[config.mk]
export PLATFORM = sky130hd
export DESIGN_NAME = flal_ctrl_flat
export DESIGN_NICKNAME = d
export VERILOG_FILES = /design/src/rtl/flal_pkg.sv /design/src/rtl/flal_req_if.sv /design/src/rtl/flal_rsp_if.sv /design/src/rtl/flal_ctrl.sv /design/src/flat_wrapper.sv
export SDC_FILE = /design/constraint.sdc
export NUM_CORES = 1
export LEC_CHECK = 0
export ABC_AREA = 1
export BUFFER_PORTS_ARGS = -buffer_cell sky130_fd_sc_hd__buf_2
export CORE_UTILIZATION = 25
export CTS_BUF_LIST = sky130_fd_sc_hd__clkbuf_4
export CTS_CLUSTER_DIAMETER = 100
export DETAILED_ROUTE_END_ITERATION = 6
export GPL_ROUTABILITY_DRIVEN = 0
export GPL_TIMING_DRIVEN = 0
export HOLD_SLACK_MARGIN = 0.12
export PLACE_DENSITY = 0.44
export SYNTH_ARGS = -nofsm -noshare
export SYNTH_HDL_FRONTEND = slang
export SYNTH_SLANG_ARGS = --single-unit
[constraint.sdc]
create_clock -name clk_i -period 4.6 [get_ports clk_i]
set_input_delay 0.92 -clock clk_i [delete_from_list [all_inputs] [get_ports clk_i]]
set_output_delay 0.92 -clock clk_i [all_outputs]
set_load 0.02 [all_outputs]
[src/rtl/flal_pkg.sv]
// shared constants, types and state codes of the free-list allocator
package flal_pkg;

  localparam int unsigned ArenaUnits = 4096;
  localparam int unsigned UnitBytes  = 16;
  localparam int unsigned MinGrow    = 1024;
  localparam int unsigned MinNeed    = 2;

  localparam int unsigned AddrW     = $clog2(ArenaUnits);
  localparam int unsigned SizeW     = AddrW + 1;
  localparam int unsigned BytesW    = 16;
  localparam int unsigned NeedW     = BytesW + 1;
  localparam int unsigned UnitShift = $clog2(UnitBytes);
  localparam int unsigned WalkLimit = 2 * ArenaUnits + 4;
  localparam int unsigned StepW     = $clog2(WalkLimit + 1);

  typedef logic [AddrW-1:0] addr_t;
  typedef logic [SizeW-1:0] size_t;
  typedef logic [NeedW-1:0] need_t;
  typedef logic [StepW-1:0] step_t;

  typedef enum logic {
    CMD_ALLOC   = 1'b0,
    CMD_RELEASE = 1'b1
  } cmd_e;

  typedef enum logic {
    STAT_OK  = 1'b0,
    STAT_OOM = 1'b1
  } status_e;

  typedef enum logic [3:0] {
    ST_IDLE,
    ST_A_FIRST,
    ST_A_EXAM,
    ST_A_SPLIT,
    ST_A_RESUME,
    ST_G_CHK,
    ST_R_CHK,
    ST_PB_START,
    ST_PB_EXAM,
    ST_PB_NX,
    ST_PB_WR,
    ST_DONE
  } state_e;

  // one read address shared by both arrays, one write port per array
  typedef struct packed {
    addr_t rd_addr;
    logic  lk_we;
    addr_t lk_waddr;
    addr_t lk_wdata;
    logic  sz_we;
    addr_t sz_waddr;
    size_t sz_wdata;
  } heap_req_t;

  typedef struct packed {
    addr_t link;
    size_t size;
  } heap_rsp_t;

endpackage

[src/rtl/flal_req_if.sv]
// request channel: command, byte count and block address
interface flal_req_if import flal_pkg::*; ();
  logic              valid;
  logic              ready;
  logic              cmd;
  logic [BytesW-1:0] request_bytes;
  logic [AddrW-1:0]  block_addr;

  modport source (output valid, output cmd, output request_bytes, output block_addr,
                  input ready);
  modport sink (input valid, input cmd, input request_bytes, input block_addr,
                output ready);
endinterface

[src/rtl/flal_rsp_if.sv]
// result channel: status and granted payload address
interface flal_rsp_if import flal_pkg::*; ();
  logic             valid;
  logic             ready;
  logic             status;
  logic [AddrW-1:0] payload_addr;

  modport source (output valid, output status, output payload_addr, input ready);
  modport sink (input valid, input status, input payload_addr, output ready);
endinterface

[src/rtl/flal_ctrl.sv]
// allocator sequencer: next-fit search, split, growth, ordered insert with coalescing
module flal_ctrl import flal_pkg::*; (
  input  logic       clk_i,
  input  logic       rst_ni,
  flal_req_if.sink   req_i,
  flal_rsp_if.source rsp_o,
  output heap_req_t  heap_req_o,
  input  heap_rsp_t  heap_rsp_i
);

  state_e state_q, state_d;

  need_t need_q, need_d;
  addr_t h_q, h_d;
  addr_t p_q, p_d;
  addr_t prev_q, prev_d;
  addr_t nx_q, nx_d;
  size_t size_p_q, size_p_d;
  size_t size_h_q, size_h_d;
  addr_t link_h_q, link_h_d;
  step_t a_steps_q, a_steps_d;
  step_t pb_steps_q, pb_steps_d;
  logic  pb_grow_q, pb_grow_d;
  addr_t free_start_q, free_start_d;
  size_t heap_break_q, heap_break_d;
  logic  res_status_q, res_status_d;
  addr_t res_payload_q, res_payload_d;
  logic  out_valid_q, out_valid_d;
  logic  out_status_q, out_status_d;
  addr_t out_payload_q, out_payload_d;

  logic                in_acc;
  logic                is_rel;
  need_t               need_units, need_raw, need_calc;
  addr_t               rel_h;
  logic                rel_bad;
  logic                rchk_bad;
  logic                size_ge, size_eq;
  logic                at_start;
  logic                a_steps_out, pb_steps_out;
  size_t               rem;
  addr_t               q_addr;
  need_t               grow_n;
  logic [NeedW:0]      grow_end;
  logic                grow_fail;
  addr_t               pb_nx;
  logic                pb_brk;
  logic [SizeW:0]      h_end, p_end;
  logic                merge_nx, merge_p;
  size_t               size_h_m;
  addr_t               link_h_m;
  logic                out_load;

  assign in_acc = req_i.valid && req_i.ready;
  assign is_rel = (req_i.cmd == CMD_RELEASE);

  // units needed, header included, at least one payload unit
  assign need_units = (NeedW'(req_i.request_bytes) + NeedW'(UnitBytes - 1)) >> UnitShift;
  assign need_raw   = need_units + NeedW'(1);
  assign need_calc  = (need_raw < NeedW'(MinNeed)) ? NeedW'(MinNeed) : need_raw;

  assign rel_h    = req_i.block_addr - AddrW'(1);
  assign rel_bad  = (req_i.block_addr < AddrW'(MinNeed)) || (SizeW'(rel_h) >= heap_break_q);
  assign rchk_bad = (heap_rsp_i.size == '0) ||
                    ((SizeW+1)'(h_q) + (SizeW+1)'(heap_rsp_i.size) >
                     (SizeW+1)'(heap_break_q));

  assign size_ge     = NeedW'(heap_rsp_i.size) >= need_q;
  assign size_eq     = NeedW'(heap_rsp_i.size) == need_q;
  assign at_start    = (p_q == free_start_q);
  assign a_steps_out = (a_steps_q >= StepW'(WalkLimit));
  assign pb_steps_out = (pb_steps_q >= StepW'(WalkLimit));

  // split gives away the tail of the block
  assign rem    = heap_rsp_i.size - need_q[SizeW-1:0];
  assign q_addr = p_q + rem[AddrW-1:0];

  assign grow_n    = (need_q < NeedW'(MinGrow)) ? NeedW'(MinGrow) : need_q;
  assign grow_end  = (NeedW+1)'(heap_break_q) + (NeedW+1)'(grow_n);
  assign grow_fail = (grow_end > (NeedW+1)'(ArenaUnits)) ||
                     (heap_break_q >= SizeW'(ArenaUnits));

  // insertion point: between p and its successor, or at the wrap of the ring
  assign pb_nx  = heap_rsp_i.link;
  assign pb_brk = (h_q > p_q && h_q < pb_nx) ||
                  (p_q >= pb_nx && (h_q > p_q || h_q < pb_nx));

  assign h_end    = (SizeW+1)'(h_q) + (SizeW+1)'(size_h_q);
  assign merge_nx = (h_end == (SizeW+1)'(nx_q));
  assign size_h_m = merge_nx ? size_h_q + heap_rsp_i.size : size_h_q;
  assign link_h_m = merge_nx ? heap_rsp_i.link : nx_q;
  assign p_end    = (SizeW+1)'(p_q) + (SizeW+1)'(size_p_q);
  assign merge_p  = (p_end == (SizeW+1)'(h_q));

  assign out_load = (state_q == ST_DONE) && (!out_valid_q || rsp_o.ready);

  always_comb begin : p_next_state
    state_d = state_q;
    case (state_q)
      ST_IDLE: begin
        if (req_i.valid) begin
          if (!is_rel) begin
            state_d = ST_A_FIRST;
          end else if (rel_bad) begin
            state_d = ST_DONE;
          end else begin
            state_d = ST_R_CHK;
          end
        end
      end
      ST_A_FIRST: state_d = ST_A_EXAM;
      ST_A_EXAM: begin
        if (size_ge) begin
          state_d = size_eq ? ST_DONE : ST_A_SPLIT;
        end else if (at_start) begin
          state_d = ST_G_CHK;
        end else if (a_steps_out) begin
          state_d = ST_DONE;
        end
      end
      ST_A_SPLIT:  state_d = ST_DONE;
      ST_G_CHK:    state_d = grow_fail ? ST_DONE : ST_PB_START;
      ST_R_CHK:    state_d = rchk_bad ? ST_DONE : ST_PB_START;
      ST_PB_START: state_d = ST_PB_EXAM;
      ST_PB_EXAM: begin
        if (pb_brk) begin
          state_d = ST_PB_NX;
        end else if (pb_steps_out) begin
          state_d = ST_DONE;
        end
      end
      ST_PB_NX:    state_d = ST_PB_WR;
      ST_PB_WR:    state_d = pb_grow_q ? ST_A_RESUME : ST_DONE;
      ST_A_RESUME: state_d = a_steps_out ? ST_DONE : ST_A_FIRST;
      ST_DONE: begin
        if (out_load) begin
          state_d = ST_IDLE;
        end
      end
      default: state_d = ST_IDLE;
    endcase
  end

  always_comb begin : p_datapath
    need_d        = need_q;
    h_d           = h_q;
    p_d           = p_q;
    prev_d        = prev_q;
    nx_d          = nx_q;
    size_p_d      = size_p_q;
    size_h_d      = size_h_q;
    link_h_d      = link_h_q;
    a_steps_d     = a_steps_q;
    pb_steps_d    = pb_steps_q;
    pb_grow_d     = pb_grow_q;
    free_start_d  = free_start_q;
    heap_break_d  = heap_break_q;
    res_status_d  = res_status_q;
    res_payload_d = res_payload_q;
    case (state_q)
      ST_IDLE: begin
        if (in_acc) begin
          need_d        = need_calc;
          h_d           = rel_h;
          prev_d        = free_start_q;
          a_steps_d     = '0;
          res_status_d  = STAT_OK;
          res_payload_d = '0;
        end
      end
      ST_A_FIRST: p_d = heap_rsp_i.link;
      ST_A_EXAM: begin
        if (size_ge) begin
          free_start_d = prev_q;
          if (size_eq) begin
            res_payload_d = p_q + AddrW'(1);
          end else begin
            p_d           = q_addr;
            res_payload_d = q_addr + AddrW'(1);
          end
        end else if (!at_start) begin
          if (a_steps_out) begin
            res_status_d = STAT_OOM;
          end else begin
            a_steps_d = a_steps_q + StepW'(1);
            prev_d    = p_q;
            p_d       = heap_rsp_i.link;
          end
        end
      end
      ST_G_CHK: begin
        if (grow_fail) begin
          res_status_d = STAT_OOM;
        end else begin
          h_d          = heap_break_q[AddrW-1:0];
          size_h_d     = grow_n[SizeW-1:0];
          heap_break_d = grow_end[SizeW-1:0];
          pb_grow_d    = 1'b1;
        end
      end
      ST_R_CHK: begin
        size_h_d  = heap_rsp_i.size;
        pb_grow_d = 1'b0;
      end
      ST_PB_START: begin
        p_d        = free_start_q;
        pb_steps_d = '0;
      end
      ST_PB_EXAM: begin
        if (pb_brk) begin
          nx_d     = pb_nx;
          size_p_d = heap_rsp_i.size;
        end else if (pb_steps_out) begin
          if (pb_grow_q) begin
            res_status_d = STAT_OOM;
          end
        end else begin
          pb_steps_d = pb_steps_q + StepW'(1);
          p_d        = pb_nx;
        end
      end
      ST_PB_NX: begin
        size_h_d = size_h_m;
        link_h_d = link_h_m;
      end
      ST_PB_WR: free_start_d = p_q;
      ST_A_RESUME: begin
        if (a_steps_out) begin
          res_status_d = STAT_OOM;
        end else begin
          a_steps_d = a_steps_q + StepW'(1);
          prev_d    = free_start_q;
        end
      end
      default: ;
    endcase
  end

  always_comb begin : p_outputs
    heap_req_o = '0;
    case (state_q)
      ST_IDLE: heap_req_o.rd_addr = is_rel ? rel_h : free_start_q;
      ST_A_FIRST: heap_req_o.rd_addr = heap_rsp_i.link;
      ST_A_EXAM: begin
        if (size_ge) begin
          if (size_eq) begin
            heap_req_o.lk_we    = 1'b1;
            heap_req_o.lk_waddr = prev_q;
            heap_req_o.lk_wdata = heap_rsp_i.link;
          end else begin
            heap_req_o.sz_we    = 1'b1;
            heap_req_o.sz_waddr = p_q;
            heap_req_o.sz_wdata = rem;
          end
        end else begin
          heap_req_o.rd_addr = heap_rsp_i.link;
        end
      end
      ST_A_SPLIT: begin
        heap_req_o.sz_we    = 1'b1;
        heap_req_o.sz_waddr = p_q;
        heap_req_o.sz_wdata = need_q[SizeW-1:0];
      end
      ST_G_CHK: begin
        if (!grow_fail) begin
          heap_req_o.sz_we    = 1'b1;
          heap_req_o.sz_waddr = heap_break_q[AddrW-1:0];
          heap_req_o.sz_wdata = grow_n[SizeW-1:0];
          heap_req_o.lk_we    = 1'b1;
          heap_req_o.lk_waddr = heap_break_q[AddrW-1:0];
          heap_req_o.lk_wdata = '0;
        end
      end
      ST_PB_START: heap_req_o.rd_addr = free_start_q;
      ST_PB_EXAM:  heap_req_o.rd_addr = pb_nx;
      ST_PB_NX: begin
        heap_req_o.lk_we    = 1'b1;
        heap_req_o.lk_waddr = h_q;
        heap_req_o.lk_wdata = link_h_m;
        heap_req_o.sz_we    = 1'b1;
        heap_req_o.sz_waddr = h_q;
        heap_req_o.sz_wdata = size_h_m;
      end
      ST_PB_WR: begin
        heap_req_o.lk_we    = 1'b1;
        heap_req_o.lk_waddr = p_q;
        if (merge_p) begin
          heap_req_o.lk_wdata = link_h_q;
          heap_req_o.sz_we    = 1'b1;
          heap_req_o.sz_waddr = p_q;
          heap_req_o.sz_wdata = size_p_q + size_h_q;
        end else begin
          heap_req_o.lk_wdata = h_q;
        end
      end
      ST_A_RESUME: heap_req_o.rd_addr = free_start_q;
      default: ;
    endcase
  end

  // output register lets the next item in while a result waits
  always_comb begin : p_out_reg
    out_status_d  = out_status_q;
    out_payload_d = out_payload_q;
    if (out_load) begin
      out_valid_d   = 1'b1;
      out_status_d  = res_status_q;
      out_payload_d = (res_status_q == STAT_OOM) ? '0 : res_payload_q;
    end else if (rsp_o.ready) begin
      out_valid_d = 1'b0;
    end else begin
      out_valid_d = out_valid_q;
    end
  end

  assign req_i.ready        = (state_q == ST_IDLE);
  assign rsp_o.valid        = out_valid_q;
  assign rsp_o.status       = out_status_q;
  assign rsp_o.payload_addr = out_payload_q;

  always_ff @(posedge clk_i or negedge rst_ni) begin
    if (!rst_ni) begin
      state_q      <= ST_IDLE;
      free_start_q <= '0;
      heap_break_q <= SizeW'(1);
      pb_grow_q    <= 1'b0;
      out_valid_q  <= 1'b0;
    end else begin
      state_q      <= state_d;
      free_start_q <= free_start_d;
      heap_break_q <= heap_break_d;
      pb_grow_q    <= pb_grow_d;
      out_valid_q  <= out_valid_d;
    end
  end

  always_ff @(posedge clk_i) begin
    need_q        <= need_d;
    h_q           <= h_d;
    p_q           <= p_d;
    prev_q        <= prev_d;
    nx_q          <= nx_d;
    size_p_q      <= size_p_d;
    size_h_q      <= size_h_d;
    link_h_q      <= link_h_d;
    a_steps_q     <= a_steps_d;
    pb_steps_q    <= pb_steps_d;
    res_status_q  <= res_status_d;
    res_payload_q <= res_payload_d;
    out_status_q  <= out_status_d;
    out_payload_q <= out_payload_d;
  end

endmodule

[src/flat_wrapper.sv]
// flat-port wrapper written by rule: the top's interface ports become plain ports
module flal_ctrl_flat import flal_pkg::*;
  (clk_i, rst_ni, heap_req_o, heap_rsp_i, req_i_valid, req_i_cmd, req_i_request_bytes, req_i_block_addr, req_i_ready, rsp_o_valid, rsp_o_status, rsp_o_payload_addr, rsp_o_ready);
  flal_req_if req_i_i ();
  flal_rsp_if rsp_o_i ();
  input  logic clk_i;
  input  logic rst_ni;
  output heap_req_t heap_req_o;
  input  heap_rsp_t heap_rsp_i;
  input wire logic [$bits(req_i_i.valid)-1:0] req_i_valid;
  input wire logic [$bits(req_i_i.cmd)-1:0] req_i_cmd;
  input wire logic [$bits(req_i_i.request_bytes)-1:0] req_i_request_bytes;
  input wire logic [$bits(req_i_i.block_addr)-1:0] req_i_block_addr;
  output wire logic [$bits(req_i_i.ready)-1:0] req_i_ready;
  output wire logic [$bits(rsp_o_i.valid)-1:0] rsp_o_valid;
  output wire logic [$bits(rsp_o_i.status)-1:0] rsp_o_status;
  output wire logic [$bits(rsp_o_i.payload_addr)-1:0] rsp_o_payload_addr;
  input wire logic [$bits(rsp_o_i.ready)-1:0] rsp_o_ready;
  assign req_i_i.valid = req_i_valid;
  assign req_i_i.cmd = req_i_cmd;
  assign req_i_i.request_bytes = req_i_request_bytes;
  assign req_i_i.block_addr = req_i_block_addr;
  assign req_i_ready = req_i_i.ready;
  assign rsp_o_valid = rsp_o_i.valid;
  assign rsp_o_status = rsp_o_i.status;
  assign rsp_o_payload_addr = rsp_o_i.payload_addr;
  assign rsp_o_i.ready = rsp_o_ready;
  flal_ctrl u_core (.clk_i(clk_i), .rst_ni(rst_ni), .req_i(req_i_i), .rsp_o(rsp_o_i), .heap_req_o(heap_req_o), .heap_rsp_i(heap_rsp_i));
endmodule
==> results by group <==
Logic synthesis
  – Sequential fraction of the synthesis area: 0.302
  – Post-synth top flop: edfxtp_1
  – #FFs+latches synth: about 190
  – Post-Syn Area: between 0.015 and 0.02 mm^2
  – EDFF count, synth: between 150 and 200
  – Synth Warn #: 0
  – Post-synthesis cell type count: 57
  – Syn Area/Cell: 7.01 um^2
  – Async set or reset register ratio after synthesis: 0.168
  – Mapped Cells: ~2600
  – Syn_nets: ~2800

Setup path
  – Crit path cell chain: ha_2, inv_2, fa_2, or2_4, nand4_1, nor2_1, nand2_1, nor2_1, nand4_1, nor2_4, nand2_4, buf_6, o21ai_4, nand2_1, nor2_1, nand2_1, buf_4
  – Critical path's top delay family: simple AND/OR/NAND/NOR gates
  – Crit path arrival time: between 4000 and 5000 ps
  – Crit path from: u_core.h_q[0]
  – Worst Setup End Kind: output pin
  – CP max stage cell: edfxtp_1
  – Critical Path RT: between 3000 and 4000 ps
  – Max incr delay on CP: 600 ps
  – R2R Path Start: u_core.p_q[11]
  – Setup CP Type: register to output pin
  – CP startpoint kind: register
  – Crit-path max FO: 10
  – Buf/Inv on CP: 3

Timing
  – Final Max Slew Viols: 0
  – Unrepaired setup endpoints after global routing: true
  – Worst setup slack after layout: -337 ps
  – Rel. slew slack: 0.294
  – Slew at the pin closest to its max-slew limit: 1060 ps
  – Fmax: 203 MHz
  – Minimum clock period: slightly below 5000 ps
  – Setup TNS: -9510 ps
  – Final Hold Viols: 0
  – Clock skew: approximately 54 ps
  – Crit share post-route: 1.07
  – Final setup violation count: 50

Placement
  – Area after DPL: ~0.02 mm^2
  – HPWL after detailed placement: ~62000 um
  – Dpl ws: -514 ps
  – Port buffer count: approximately 140

Clock network
  – Root Driver: clkbuf_4
  – Clock sinks: between 150 and 200
  – CTS Buf Count: 17
  – Clock-pin slew of the registers on the worst-case setup and hold paths: 200 ps
  – CTS tree: yes
  – H-Tree Depth: 4
  – Largest buffer count on any clock path: 2
  – Clk Latency, worst-skew pair: ~800 ps
  – Cts hold-fix bufs: 0

Finish
  – Fin util: 0.324
  – Design Area, Final: around 0.023 mm^2
  – Synth-to-Final Area Change: 27.7%
  – Final nets: a little over 3000
  – Commonest cells after routing, fill and taps aside: nand2_1 (619), inv_1 (363), nor2_1 (221), edfxtp_1 (154), ha_1 (147)
  – Commonest non-fill, non-tap cell in the layout: nand2_1
  – Layout cells sized above 1: 0.194

Detailed routing
  – DR pass1 iterations: 7
  – Routed Antenna Nets: 0
  – Drt wl/cell: roughly 22 um
  – Total Wirelength: 81100 um
  – Initial drt markers: between 1500 and 2000
  – Vias per inst: 5.04
  – # DRC: 0
  – DR vias: 18946

Power
  – Internal power: ~5.7 mW
  – Flop pwr share: 0.242
  – Sw Pwr: between 7 and 8 mW
  – Clock Power Share: 0.077
  – Pwr Density: 561 mW/mm^2
  – Logic gate share of total power: 0.681
  – Worst VDD drop: ~0.00023 V
  – Net Sw Frac: 0.551
  – Static leakage: between 10 and 15 nW

Floorplan
  – Die W: 269 um
  – Die H: 269 um
  – # IOs: ~140
  – Cell Rows: 97
  – Full die area: just over 0.07 mm^2
  – Initial core utilization: 0.254
  – Core area: around 0.07 mm^2

Min path
  – HP Class: primary input to asynchronous set/reset pin

GRT
  – First-pass GRT wire length: 118000 um
  – Largest net degree at the start of global routing: 32
  – Initial antenna violation count: 6
  – Most Crowded Layer GR: met2
  – M1 GR Usage: 0.287
  – Met2 Use GR: 0.346
  – All-Layer GR Usage: 0.219
  – Met3 Use GR: 0.0460
  – Gr ovfl total: 0
  – Vias in the first global route: between 15000 and 20000

Status
  – Failing checks: setup timing
  – Status: finished with violations

Flow run
  – MaxCap Viol Count: 0
## cell families (layout without fill, tap and decap cells)
kind of cell / after synthesis / count (layout) / synth area share
AO/OA/AOI/OAI: 396 / 396 / 0.129
flip-flops: 185 / 185 / 0.302
other: 1 / 3 / 0.000210
AND/OR/NAND/NOR: 1263 / 1264 / 0.303
buffers and inverters: 428 / 691 / 0.0912
XOR/XNOR: 108 / 108 / 0.0529
adder cells (fa/ha/maj): 169 / 169 / 0.121
## registers in the layout (all words and copies together), names as in the netlist, 13 cells and up
| name | count |
|---|---|
| u_core.heap_break_q | 13 |
| u_core.pb_steps_q | 14 |
| u_core.a_steps_q | 14 |
| u_core.need_q | 14 |
| u_core.size_p_q | 13 |
| u_core.size_h_q | 13 |
## synth_stat cells (all sizes together) (4+ instances only)
library cell / number / area share
a21boi: 4 / 0.0017
a21o: 7 / 0.0029
a21oi: 142 / 0.040
a22oi: 14 / 0.0059
a31oi: 9 / 0.0031
buf: 10 / 0.0034
clkbuf: 28 / 0.0059
clkinv: 7 / 0.0015
dfrtp: 30 / 0.042
edfxtp: 154 / 0.26
fa: 7 / 0.0078
ha: 162 / 0.11
inv: 383 / 0.080
nand2: 693 / 0.15
nand3: 170 / 0.050
nand3b: 12 / 0.0050
nand4: 58 / 0.020
nor2: 255 / 0.055
nor3: 36 / 0.010
nor4: 12 / 0.0046
o2111ai: 4 / 0.0020
o211ai: 21 / 0.0088
o21a: 5 / 0.0021
o21ai: 135 / 0.038
o21bai: 13 / 0.0055
o221ai: 27 / 0.013
o22ai: 5 / 0.0018
or2: 19 / 0.0067
xnor2: 30 / 0.015
xor2: 78 / 0.038
## path summary, 6_finish.rpt
path	endpoint	slack (ps)	cells past startpoint
max in group asynchronous	u_core.free_start_q[8]	3760	1
worst min-delay path	u_core.state_q[1]	240	1
worst max-delay path	heap_req_o[8]	-340	17
min in group clk_i	u_core.nx_q[7]	400	1
worst min register to register	u_core.free_start_q[7]	540	2
worst max register to register	u_core.p_q[11]	320	15
## stage by stage
stage	instances	hold WS, ps	power [mW]
floorplan	2550	472	7.87
global placement	3625	498	10.4
detailed placement	3627	500	10.5
CTS	3736	155	12.4
global route	3755	245	13.7
finish	3756	236	12.8
## layout make-up
| cell class | instances | area (um^2) |
|---|---|---|
| buffer | 37 | 278 |
| antenna | 2 | 5.00 |
| fill | 7635 | 47600 |
| clock buffer | 18 | 135 |
| multi-input combinational | 1938 | 12400 |
| sequential | 185 | 5400 |
| timing repair buffer | 232 | 1820 |
| clock inverter | 14 | 136 |
| inverter | 390 | 1490 |
| tap | 940 | 1180 |
## power groups by stage
stage                     combinational, mW  clock, mW  sequential [mW]
after floorplan                        4.91          0             2.96
after global placement                 7.14          0             3.29
after detailed placement               7.23          0             3.29
after CTS                              8.28       1.02             3.11
after global routing                   9.50       1.06             3.14
final                                  8.72      0.986             3.10
## per-layer routing
layer | up-vias | routed length [um]
met1 | 8978 | 35100
met3 | 188 | 6500
met2 | 747 | 35900
met4 | 4 | 3650
li1 | 9029 | -
met5 | - | 23
## timing repair
item	4_1_cts	5_1_grt
gates cloned	3	2
endpoints found under the hold margin	0	0
pin swaps	55	62
setup endpoints to repair	76	70
setup buffers	74	16
gates resized for setup	378	101
Note: power is estimated with default switching activity, not from simulation.
